==> config.mk <==
export PLATFORM = sky130hd
export DESIGN_NAME = german_hyphenation_points
export DESIGN_NICKNAME = d
export VERILOG_FILES = /design/src/sv/ghp_pkg.sv /design/src/sv/german_hyphenation_points.sv
export SDC_FILE = /design/constraint.sdc
export NUM_CORES = 1
export LEC_CHECK = 0
export ABC_AREA = 1
export BUFFER_PORTS_ARGS = -buffer_cell sky130_fd_sc_hd__buf_4
export CORE_ASPECT_RATIO = 2
export CORE_MARGIN = 2
export CORE_UTILIZATION = 35
export CTS_CLUSTER_SIZE = 40
export DETAILED_ROUTE_END_ITERATION = 6
export PLACE_DENSITY = 0.58
export SYNTH_ARGS = -nofsm -noshare
export SYNTH_HDL_FRONTEND = slang
export SYNTH_SLANG_ARGS = --single-unit
==> constraint.sdc <==
create_clock -name i_clk -period 4 [get_ports i_clk]
set_input_delay 0.4 -clock i_clk [delete_from_list [all_inputs] [get_ports i_clk]]
set_output_delay 0.4 -clock i_clk [all_outputs]
set_load 0.1 [all_outputs]
==> src/sv/ghp_pkg.sv <==
// ----------------------------------------------------------------------------
// ghp_pkg
// Symbol codes and onset lookup for German hyphenation point detection.
// ----------------------------------------------------------------------------
package ghp_pkg;

    typedef logic [4:0] t_sym;

    localparam t_sym SYM_A     = 5'd1;
    localparam t_sym SYM_OTHER = 5'd31;
    localparam t_sym SYM_SZ    = 5'd30;

    function automatic t_sym lt(input byte c);
        lt = t_sym'(c - 8'd96);
    endfunction

    function automatic t_sym fold(input logic [20:0] cp);
        if (cp >= 21'h61 && cp <= 21'h7A)      fold = t_sym'(cp - 21'h60);
        else if (cp >= 21'h41 && cp <= 21'h5A) fold = t_sym'(cp - 21'h40);
        else if (cp == 21'hE4 || cp == 21'hC4) fold = 5'd27;
        else if (cp == 21'hF6 || cp == 21'hD6) fold = 5'd28;
        else if (cp == 21'hFC || cp == 21'hDC) fold = 5'd29;
        else if (cp == 21'hDF || cp == 21'h1E9E) fold = SYM_SZ;
        else fold = SYM_OTHER;
    endfunction

    function automatic logic is_vowel(input t_sym s);
        is_vowel = (s == lt("a")) || (s == lt("e")) || (s == lt("i")) ||
                   (s == lt("o")) || (s == lt("u")) || (s == lt("y")) ||
                   (s == 5'd27) || (s == 5'd28) || (s == 5'd29);
    endfunction

    function automatic logic insep(input t_sym a, input t_sym b);
        insep = (a == lt("c") && b == lt("h")) || (a == lt("c") && b == lt("k")) ||
                (a == lt("p") && b == lt("h")) || (a == lt("q") && b == lt("u")) ||
                (a == lt("t") && b == lt("z"));
    endfunction

    function automatic logic on1(input t_sym a);
        on1 = (a >= lt("b") && a <= lt("d")) || (a >= lt("f") && a <= lt("h")) ||
              (a >= lt("j") && a <= lt("n")) || (a >= lt("p") && a <= lt("t")) ||
              a == lt("v") || a == lt("w") || a == lt("z");
    endfunction

    function automatic logic p2(input t_sym a, input t_sym b, input byte x, input byte y);
        p2 = (a == lt(x)) && (b == lt(y));
    endfunction

    function automatic logic on2(input t_sym a, input t_sym b);
        on2 = p2(a, b, "c", "h") || p2(a, b, "p", "f") || p2(a, b, "p", "h") ||
              p2(a, b, "q", "u") || p2(a, b, "s", "p") || p2(a, b, "s", "t") ||
              p2(a, b, "s", "k") || p2(a, b, "k", "l") || p2(a, b, "k", "n") ||
              p2(a, b, "k", "r") || p2(a, b, "p", "l") || p2(a, b, "p", "r") ||
              p2(a, b, "t", "r") || p2(a, b, "d", "r") || p2(a, b, "g", "r") ||
              p2(a, b, "g", "l") || p2(a, b, "b", "r") || p2(a, b, "b", "l") ||
              p2(a, b, "f", "r") || p2(a, b, "f", "l") || p2(a, b, "t", "h");
    endfunction

    function automatic logic on3(input t_sym a, input t_sym b, input t_sym c);
        on3 = (a == lt("s") && b == lt("c") && c == lt("h")) ||
              (a == lt("s") && b == lt("p") && c == lt("r")) ||
              (a == lt("s") && b == lt("p") && c == lt("l")) ||
              (a == lt("s") && b == lt("t") && c == lt("r"));
    endfunction

    function automatic logic on4(input t_sym a, input t_sym b, input t_sym c, input t_sym d);
        on4 = (a == lt("s") && b == lt("c") && c == lt("h")) &&
              (d == lt("l") || d == lt("m") || d == lt("n") || d == lt("r") ||
               d == lt("w"));
    endfunction

endpackage

==> src/sv/german_hyphenation_points.sv <==
// ----------------------------------------------------------------------------
// german_hyphenation_points
// Decodes UTF-8 bytes of a word and reports German hyphenation break offsets.
// ----------------------------------------------------------------------------
// Each accepted byte's result item is registered and shown in the next cycle.
// Throughput: one byte per cycle while o_stall is low; the cluster tracker updates on every accepted byte.
// The output register refills in the cycle it is taken, so stalls only
// hold the input while the result waits.
// Reset: synchronous active low; clears decoder and cluster state.
module german_hyphenation_points #(
    parameter int MAX_WORD_BYTES = 256
) (
    input  logic       i_clk,
    input  logic       i_rst_n,
    input  logic       i_valid,
    output logic       o_stall,
    input  logic [7:0] i_byte_in,
    input  logic       i_word_end,
    output logic       o_valid,
    input  logic       i_stall,
    output logic       o_hyphen_found,
    output logic [7:0] o_hyphen_pos,
    output logic       o_word_done
);
    localparam int IW = $clog2(MAX_WORD_BYTES + 1);
    localparam int PW = (IW > 8) ? IW : 8;

    logic [IW-1:0]     r_idx, n_idx;
    logic [20:0]       r_acc, n_acc;
    logic [1:0]        r_pend, n_pend;
    logic [PW-1:0]     r_cs, n_cs;
    logic              r_vs, n_vs;
    logic [2:0]        r_len, n_len;
    ghp_pkg::t_sym     r_hd [3];
    ghp_pkg::t_sym     n_hd [3];
    ghp_pkg::t_sym     r_tl [4];
    ghp_pkg::t_sym     n_tl [4];
    logic [PW-1:0]     r_csb, n_csb;
    logic [PW-1:0]     r_tp [4];
    logic [PW-1:0]     n_tp [4];
    logic              r_ov, r_f, r_d;
    logic [7:0]        r_p;

    logic              acc_in, done_c, fnd;
    logic [20:0]       cp;
    logic [PW-1:0]     brk, pos;
    ghp_pkg::t_sym     s;

    assign o_stall = r_ov && i_stall;
    assign acc_in  = i_valid && !o_stall;

    always_comb begin
        n_idx = r_idx; n_acc = r_acc; n_pend = r_pend; n_cs = r_cs; n_vs = r_vs;
        n_len = r_len; n_hd = r_hd; n_tl = r_tl; n_csb = r_csb; n_tp = r_tp;
        cp = '0; done_c = 1'b0; fnd = 1'b0; pos = '0; brk = '0;
        if (r_pend != 2'd0 && i_byte_in[7:6] == 2'b10) begin
            n_acc = {r_acc[14:0], i_byte_in[5:0]};
            n_pend = r_pend - 2'd1;
            if (r_pend == 2'd1) begin
                cp = n_acc; done_c = 1'b1;
            end
        end else begin
            n_cs = PW'(r_idx);
            n_pend = 2'd0;
            if (!i_byte_in[7]) begin
                cp = 21'(i_byte_in); done_c = 1'b1;
            end else if (i_byte_in[7:5] == 3'b110) begin
                n_acc = 21'(i_byte_in[4:0]); n_pend = 2'd1;
            end else if (i_byte_in[7:4] == 4'b1110) begin
                n_acc = 21'(i_byte_in[3:0]); n_pend = 2'd2;
            end else if (i_byte_in[7:3] == 5'b11110) begin
                n_acc = 21'(i_byte_in[2:0]); n_pend = 2'd3;
            end else begin
                cp = '1; done_c = 1'b1;
            end
        end
        if (32'(r_idx) < MAX_WORD_BYTES) n_idx = r_idx + IW'(1);
        s = ghp_pkg::fold(cp);
        if (r_len >= 3'd3 && r_hd[0] == ghp_pkg::lt("s") && r_hd[1] == ghp_pkg::lt("c")
            && r_hd[2] == ghp_pkg::lt("h"))
            brk = r_csb;
        else if (r_len == 3'd2 && ghp_pkg::insep(r_tl[2], r_tl[3]))
            brk = n_cs;
        else if ((r_len == 3'd1 && ghp_pkg::on1(r_tl[3])) ||
                 (r_len == 3'd2 && ghp_pkg::on2(r_tl[2], r_tl[3])) ||
                 (r_len == 3'd3 && ghp_pkg::on3(r_tl[1], r_tl[2], r_tl[3])) ||
                 (r_len == 3'd4 && ghp_pkg::on4(r_tl[0], r_tl[1], r_tl[2], r_tl[3])))
            brk = r_csb;
        else if (r_len >= 3'd5 && ghp_pkg::on4(r_tl[0], r_tl[1], r_tl[2], r_tl[3]))
            brk = r_tp[0];
        else if (r_len >= 3'd4 && ghp_pkg::on3(r_tl[1], r_tl[2], r_tl[3]))
            brk = r_tp[1];
        else if (r_len >= 3'd3 && ghp_pkg::on2(r_tl[2], r_tl[3]))
            brk = r_tp[2];
        else if (r_len >= 3'd2 && ghp_pkg::on1(r_tl[3]))
            brk = r_tp[3];
        else if (r_len == 3'd1)
            brk = r_csb;
        else if (r_len == 3'd2)
            brk = r_tp[3];
        else
            brk = ghp_pkg::insep(r_tl[2], r_tl[3]) ? r_tp[2] : r_tp[3];
        if (done_c) begin
            if (ghp_pkg::is_vowel(s)) begin
                if (r_vs && r_len != 3'd0) begin
                    if (32'(brk) < MAX_WORD_BYTES && 32'(brk) <= 255) begin
                        fnd = 1'b1; pos = brk;
                    end
                end
                n_vs = 1'b1;
                n_len = 3'd0;
            end else if (r_vs) begin
                if (r_len == 3'd0) n_csb = n_cs;
                if (r_len < 3'd3) n_hd[r_len[1:0]] = s;
                n_tl = '{r_tl[1], r_tl[2], r_tl[3], s};
                n_tp = '{r_tp[1], r_tp[2], r_tp[3], n_cs};
                if (r_len < 3'd5) n_len = r_len + 3'd1;
            end
        end
    end

    always_ff @(posedge i_clk) begin
        if (!i_rst_n || (acc_in && i_word_end)) begin
            r_idx <= '0; r_acc <= '0; r_pend <= '0; r_cs <= '0; r_vs <= 1'b0;
            r_len <= '0; r_csb <= '0;
            r_hd <= '{default: '0}; r_tl <= '{default: '0}; r_tp <= '{default: '0};
        end else if (acc_in) begin
            r_idx <= n_idx; r_acc <= n_acc; r_pend <= n_pend; r_cs <= n_cs;
            r_vs <= n_vs; r_len <= n_len; r_hd <= n_hd; r_tl <= n_tl;
            r_csb <= n_csb; r_tp <= n_tp;
        end
    end

    always_ff @(posedge i_clk) begin
        if (!i_rst_n) begin
            r_ov <= 1'b0;
        end else if (acc_in) begin
            r_ov <= 1'b1;
        end else if (!i_stall) begin
            r_ov <= 1'b0;
        end
    end

    always_ff @(posedge i_clk) begin
        if (acc_in) begin
            r_f <= fnd; r_p <= pos[7:0]; r_d <= i_word_end;
        end
    end

    assign o_valid        = r_ov;
    assign o_hyphen_found = r_f;
    assign o_hyphen_pos   = r_p;
    assign o_word_done    = r_d;

`ifndef NO_ASSERTIONS
    a_len_sat: assert property (@(posedge i_clk) disable iff (!i_rst_n) r_len <= 3'd5)
        else $error("cluster length out of range");
    a_clr: assert property (@(posedge i_clk) disable iff (!i_rst_n)
        acc_in && i_word_end |=> r_idx == '0 && !r_vs && r_pend == 2'd0)
        else $error("state not cleared after word end");
    a_len_vs: assert property (@(posedge i_clk) disable iff (!i_rst_n)
        r_len != 3'd0 |-> r_vs)
        else $error("cluster without left vowel");
    a_pos0: assert property (@(posedge i_clk) disable iff (!i_rst_n)
        o_valid && !o_hyphen_found |-> o_hyphen_pos == 8'd0)
        else $error("position without break");
`endif
endmodule

==> results.py, run 1 <==
metrics = {
    "run_status": {
        "status": "finished, final reports clean",
    },
    "power_and_ir_drop": {
        "internal_power_mw": 2.37,
        "p_seq_share_pct": 41.2,
        "power_density_mw_per_mm2": 401,
        "clkPwrFrac_pct": 44.8,
        "p_leak_nw": 3.60,
        "ir_worst_vdd_mv": 0.302,
        "combPwrFrac_pct": 14.0,
        "p_sw_uw": 965,
        "swShare_pct": 28.9,
    },
    "yosys": {
        "synth_top_area_share_pct": 32.8,
        "synth_area_leader_cell": "dfxtp_1",
        "synthArstFlopShare_pct": 0,
        "synth_cell_types": 49,
        "ys_ff_latch": 130,
        "synth.cell_area_mm2": 0.00732,
        "ys.flop_type": "dfxtp_1",
        "avgSynthCellArea_um2": 6.65,
        "synth-edff-count": 10,
        "syn_nets": 1121,
        "synthCells": 1100,
        "ys_seq_area_share_pct": 36.9,
        "yosys_warnings": 0,
        "synthTopCellsByArea": "dfxtp_1 33%, nand2_1 11%, inv_1 8.2%, nor2_1 7.3%, o21ai_0 6.2%",
    },
    "critical_path": {
        "crit_chain": "inv_1 -> ha_1 -> o21ai_2 -> nor2_1 -> nand2_4 -> nand2_1 -> inv_1 -> nand2_1 -> nor2_1 -> nand2_1 -> nand2_1 -> nand2_1 -> nand2_2 -> nand2_4 -> nand2_1 -> nand2_1 -> a21oi_2 -> nand3_4 -> nand2_4 -> buf_6 -> o21ai_0 -> a21oi_2",
        "cp_num_buf_inv": 3,
        "crit_family": "simple AND/OR/NAND/NOR gates",
        "crit_top_cell": "nand2_1",
        "crit_type": "flip-flop to flip-flop",
        "crit_path_end_kind": "flip-flop",
        "startpoint_type": "flip-flop",
        "arrival_ns": 3.98,
        "worstPathRequired_ns": 4.36,
        "r2r_slack_ns": 0.38,
        "critPathMaxFanout": 40,
        "cpMaxStageDelayCell": "dfxtp_1",
        "slowest_delay_ns": 0.36,
    },
    "job": {
        "maxCapViolations": 0,
    },
    "timing": {
        "tns_ns": 0,
        "timing.final.max_slew_violations": 0,
        "skew_ns": 0.00855,
        "setup_viol": 0,
        "finalCritPeriodShare_pct": 90.4,
        "worst_pin_slew_ns": 0.923,
        "rsz0062_at_grt": "false",
        "fmax_ghz": 0.277,
        "finalHoldViolations": 0,
        "relSlewSlack_pct": 38.5,
        "period_minus_slack_ns": 3.62,
    },
    "die": {
        "row_count": 74,
        "die_area_mm2": 0.0222,
        "io_pins": 25,
        "chipWidth_um": 106,
        "initial_core_util_pct": 35.8,
        "core_area_mm2": 0.0205,
        "die_y_um": 209,
    },
    "global_route": {
        "grt.busiest_layer": "met2",
        "grt_max_degree": 95,
        "grt.overflow.total": 0,
        "grt_usage_pct": 18.6,
        "use_met1_pct": 17.2,
        "antenna_found_initial": 0,
        "grt_pass1_wl_um": 32600,
        "gr-usage-met3_pct": 3.41,
        "grt_util_met2_pct": 35.6,
        "first_global_vias": 6863,
    },
    "clock_tree": {
        "hold_buffers": 0,
        "clockRootBuffer": "clkbuf_16",
        "cts_tree": "done",
        "cts_num_sinks": 130,
        "cts_setup_buffers": 0,
        "cts_resized": 0,
        "cts_buffer_depth": 2,
        "path_clk_slew_ns": 0.06,
        "cts_made_buffers": 17,
        "ctsHtreeMaxLevel": 4,
        "insertion_delay_ns": 0.43,
    },
    "layout": {
        "final_cell_mix": "219 x nand2_1, 158 x inv_1, 142 x nor2_1",
        "final_util_pct": 40.6,
        "drive_above_1_share_pct": 11.6,
        "n_antenna_cell": 0,
        "area_growth_pct": 13.5,
        "instances_no_fill": 1392,
        "layout_commonest_cell": "nand2_1",
        "fin_nets": 1134,
    },
    "routing": {
        "antenna_left": 0,
        "drt_first_iter_violations": 270,
        "route.detailed.drc": 0,
        "vias_per_cell": 4.97,
        "detail_route.wl_per_cell_um": 14.2,
        "via_count": 6922,
        "wl_um": 19800,
        "dr.pass1.iters": 7,
    },
    "hold_path": {
        "hp-class": "input port to flip-flop",
    },
    "placed_design": {
        "place_congestion": 0.881,
        "dp_hpwl_um": 14800,
        "port-buffer-count": 24,
        "place_inst": 1360,
    },
}
sequential cells by signal, summed over array words and instances (netlist names), 2 cells and up:
| name | flops |
|---|---|
| r_len | 3 |
| r_tp | 36 |
| o_hyphen_pos | 8 |
| r_acc | 15 |
| r_cs | 9 |
| r_pend | 2 |
| r_hd | 15 |
| r_tl | 20 |
| r_csb | 9 |
| r_idx | 9 |
area by class of cell:
cell class	count	area [um^2]
Multi-Input combinational cell	760	3790
Fill cell	2177	12200
Timing Repair Buffer	35	283
Clock inverter	12	104
Sequential cell	130	2700
Tap cell	266	333
Inverter	169	641
Clock buffer	20	458
routing by layer:
metal | part of all wire, % | vias to the layer above
met5 | 0 | -
met3 | 2.4 | 63
met2 | 56 | 125
li1 | - | 3611
met1 | 36 | 3123
met4 | 6.3 | 0
through the flow:
step	power, mW	instance area (um^2)	hold slack, ns	setup slack, ns
floorplan	1.75	7320	0.430	0.505
global placement	1.86	7730	0.441	0.213
detailed placement	1.87	7730	0.452	0.165
CTS	3.37	8290	0.130	0.150
global route	3.48	8310	0.138	0.0510
finish	3.34	8310	0.155	0.384
worst paths after layout:
path,endpoint,start,cells past startpoint
max,r_tp[31],r_pend[0],22
min,o_word_done,i_word_end,1
max reg2reg,r_tp[31],r_pend[0],22
min reg2reg,r_tp[35],r_tp[35],2
synth_stat cells (all sizes together) (8+ instances only):
cell type,count
clkbuf,26
o31ai,8
nor2,151
ha,8
o21ai,108
nand3,66
buf,15
a31oi,10
nor3,24
nand2,232
inv,166
o211ai,10
dfxtp,120
nand4,26
nor4,8
a21oi,91
edfxtp,10
cell families after synthesis:
group           synth area share, %
simple gates                   31.2
compound gates                 19.0
flops                          36.9
fa+ha+maj                      1.37
buf+inv                        11.5
power by group through the flow:
stage,clock network [mW],registers (mW),logic (mW)
3_5_place_dp,0,1.40,0.465
6_report,1.49,1.37,0.467
4_1_cts,1.53,1.37,0.467
3_3_place_gp,0,1.40,0.461
2_1_floorplan,0,1.43,0.320
5_1_grt,1.58,1.38,0.524
Note: power is estimated with default switching activity, not from simulation.
==> run 2: changes to the inputs <==
--- a/config.mk
+++ b/config.mk
@@ -10,9 +10,10 @@
 export CORE_ASPECT_RATIO = 2
 export CORE_MARGIN = 2
 export CORE_UTILIZATION = 35
+export CTS_BUF_LIST = sky130_fd_sc_hd__clkbuf_4 sky130_fd_sc_hd__clkbuf_8
 export CTS_CLUSTER_SIZE = 40
 export DETAILED_ROUTE_END_ITERATION = 6
-export PLACE_DENSITY = 0.58
+export PLACE_DENSITY = 0.55
 export SYNTH_ARGS = -nofsm -noshare
 export SYNTH_HDL_FRONTEND = slang
 export SYNTH_SLANG_ARGS = --single-unit
==> run 2 against run 1 <==
Against the previous run:
- fmax rose by 0.52%
- die area did not move
- sequential cell count unchanged
- sequential share of layout area rose by 0.52 points
- clock power shrank 15%
- worst hold slack lost 0.041 ns
- global-route usage rose by 0.23 points
- setup slack improved by 0.019 ns
- total power decreased by 6.7%
- largest cell class unchanged
- largest power group is now sequential cells
==> results.py, run 2 (synthesized netlist as in run 1, its figures left out) <==
metrics = {
    "placed_design": {
        "dp_hpwl_um": 15000,
        "place_area_mm2": 0.00771,
        "port-buffer-count": 24,
        "place_congestion": 0.891,
    },
    "global_route": {
        "grt_util_met2_pct": 35.9,
        "grt_pass1_wl_um": 32800,
        "first_global_vias": 6815,
        "gr-usage-met3_pct": 2.98,
        "grt.busiest_layer": "met2",
        "use_met1_pct": 17.8,
        "grt_usage_pct": 18.9,
        "grt.overflow.total": 0,
        "antenna_found_initial": 0,
        "grt_max_degree": 92,
    },
    "clock_tree": {
        "cts_num_sinks": 130,
        "cts_tree": "done",
        "cts_made_buffers": 17,
        "cts_buffer_depth": 2,
        "hold_buffers": 0,
        "path_clk_slew_ns": 0.07,
        "clockRootBuffer": "clkbuf_8",
        "insertion_delay_ns": 0.48,
        "ctsHtreeMaxLevel": 4,
    },
    "routing": {
        "drt_first_iter_violations": 356,
        "via_count": 6989,
        "route.detailed.drc": 0,
        "antenna_left": 0,
        "dr.pass1.iters": 5,
        "wl_um": 20100,
        "vias_per_cell": 5.03,
        "detail_route.wl_per_cell_um": 14.4,
    },
    "power_and_ir_drop": {
        "ir_worst_vdd_mv": 0.227,
        "p_leak_nw": 3.55,
        "power_density_mw_per_mm2": 380,
    },
    "die": {
        "io_pins": 25,
        "chipWidth_um": 106,
        "die_area_mm2": 0.0222,
        "core_area_mm2": 0.0205,
        "initial_core_util_pct": 35.8,
        "row_count": 74,
        "die_y_um": 209,
    },
    "timing": {
        "finalHoldViolations": 0,
        "period_minus_slack_ns": 3.60,
        "worst_pin_slew_ns": 0.902,
        "timing.final.max_slew_violations": 0,
        "setup_viol": 0,
        "fmax_ghz": 0.278,
        "tns_ns": 0,
        "skew_ns": 0.0111,
        "finalCritPeriodShare_pct": 89.9,
        "rsz0062_at_grt": "false",
        "relSlewSlack_pct": 39.8,
    },
    "hold_path": {
        "hold_path_depth": 1,
        "hp-class": "input port to flip-flop",
        "holdPathEnd": "o_word_done",
        "hold_path_startpoint": "i_word_end",
    },
    "critical_path": {
        "crit_top_cell": "nand2_1",
        "startpoint_type": "flip-flop",
        "crit_path_end_kind": "flip-flop",
        "crit_type": "flip-flop to flip-flop",
        "critPathMaxFanout": 78,
        "arrival_ns": 4.00,
        "slowest_delay_ns": 0.35,
        "r2r-start": "r_pend[0]",
        "crit_chain": "inv_1 -> ha_1 -> nor2_2 -> nand2_1 -> nand3_1 -> nand2_1 -> nor2_1 -> nand2_1 -> nand2_1 -> nand2_1 -> nand2_2 -> nand2_4 -> nand2_1 -> nand2_1 -> a21oi_2 -> nand3_4 -> nand2_4 -> buf_16 -> o21ai_0 -> a21oi_2",
        "cpMaxStageDelayCell": "dfxtp_1",
        "r2r_slack_ns": 0.40,
        "regToRegEndpoint": "r_tl[1]",
        "worstPathRequired_ns": 4.41,
        "r2r_cells": 20,
    },
    "layout": {
        "final_area_mm2": 0.00818,
        "n_antenna_cell": 0,
        "num-fill-cells": 2191,
        "drive_above_1_share_pct": 11.7,
        "register_area_mm2": 0.00270,
        "final_cell_mix": "219 x nand2_1, 158 x inv_1, 142 x nor2_1",
        "multi_input_area_mm2": 0.00379,
        "area_growth_pct": 11.8,
        "fin_nets": 1132,
        "largest_register_ffs": 36,
        "reg_top3": "r_tp: 36 flops, r_tl: 20 flops",
        "top_register": "r_tp",
        "layout_commonest_cell": "nand2_1",
    },
    "job": {
        "maxCapViolations": 0,
    },
    "run_status": {
        "status": "finished, final reports clean",
    },
}
## run 2: changes by cell type in the layout (fill, tap and decap cells not counted), moves of 2 or more
cell	before	now
buf_6	2	0
bufinv_16	1	4
clkbuf_1	2	0
clkbuf_16	18	0
clkbuf_4	0	4
clkbuf_8	0	19
clkinv_2	5	3
inv_6	4	1
## run 2: metal layers
metal,share of wire (%),wire length (um)
met5,0,0
met4,5.9,1190
met3,2.4,490
met2,55,11100
met1,37,7320
## run 2: layout make-up
cell class,instances,share of cell area (%)
sequential,130,33.0
clock inverter,9,1.90
inverter,169,7.83
timing repair buffer,33,3.27
multi-input combinational,760,46.3
tap,266,4.07
clock buffer,23,3.56
## run 2: what timing repair did
action | in CTS | in global routing
setup endpoints to repair | 0 | 26
gates resized for setup | 0 | 4
buffers inserted | 0 | 0
## run 2: worst max-delay path by stage
| stage | start | cells past startpoint | slack, ns | to |
|---|---|---|---|---|
| global route | r_pend[0] | 20 | 0.04 | r_tl[16] |
| detailed placement | r_pend[0] | 26 | 0.29 | r_csb[8] |
| floorplan | o_valid | 11 | 0.51 | r_tl[12] |
| global placement | r_pend[0] | 22 | 0.36 | r_tl[1] |
| finish | r_pend[0] | 20 | 0.40 | r_tl[1] |
| CTS | r_pend[0] | 22 | 0.28 | r_tl[1] |
## run 2: stage by stage
stage / cells / hold WS, ns / power, mW / worst slack (ns) / util [%]
6_report: 1390 / 0.114 / 3.11 / 0.403 / 40.0
5_1_grt: 1390 / 0.0890 / 3.26 / 0.0372 / 40.0
4_1_cts: 1390 / 0.0783 / 3.15 / 0.276 / 39.9
3_5_place_dp: 1358 / 0.448 / 1.87 / 0.290 / 37.7
3_3_place_gp: 1358 / 0.442 / 1.87 / 0.363 / 37.7
2_1_floorplan: 1100 / 0.430 / 1.75 / 0.505 / -
## run 2: critical path, delay by kind of cell (launching register included)
kind | cells | cell delay (ns)
buffers and inverters | 2 | 0.35
adders and majority gates | 1 | 0.27
DFF | 1 | 0.35
AOI/OAI and AO/OA | 3 | 0.57
and+or+nand+nor | 14 | 1.91
## run 2: power breakdown
group / total [mW] / leakage, nW / switching, mW / internal (mW)
registers: 1.37 / 1.07 / 0.0238 / 1.35
clock network: 1.27 / 0.228 / 0.533 / 0.739
logic: 0.468 / 2.25 / 0.339 / 0.129
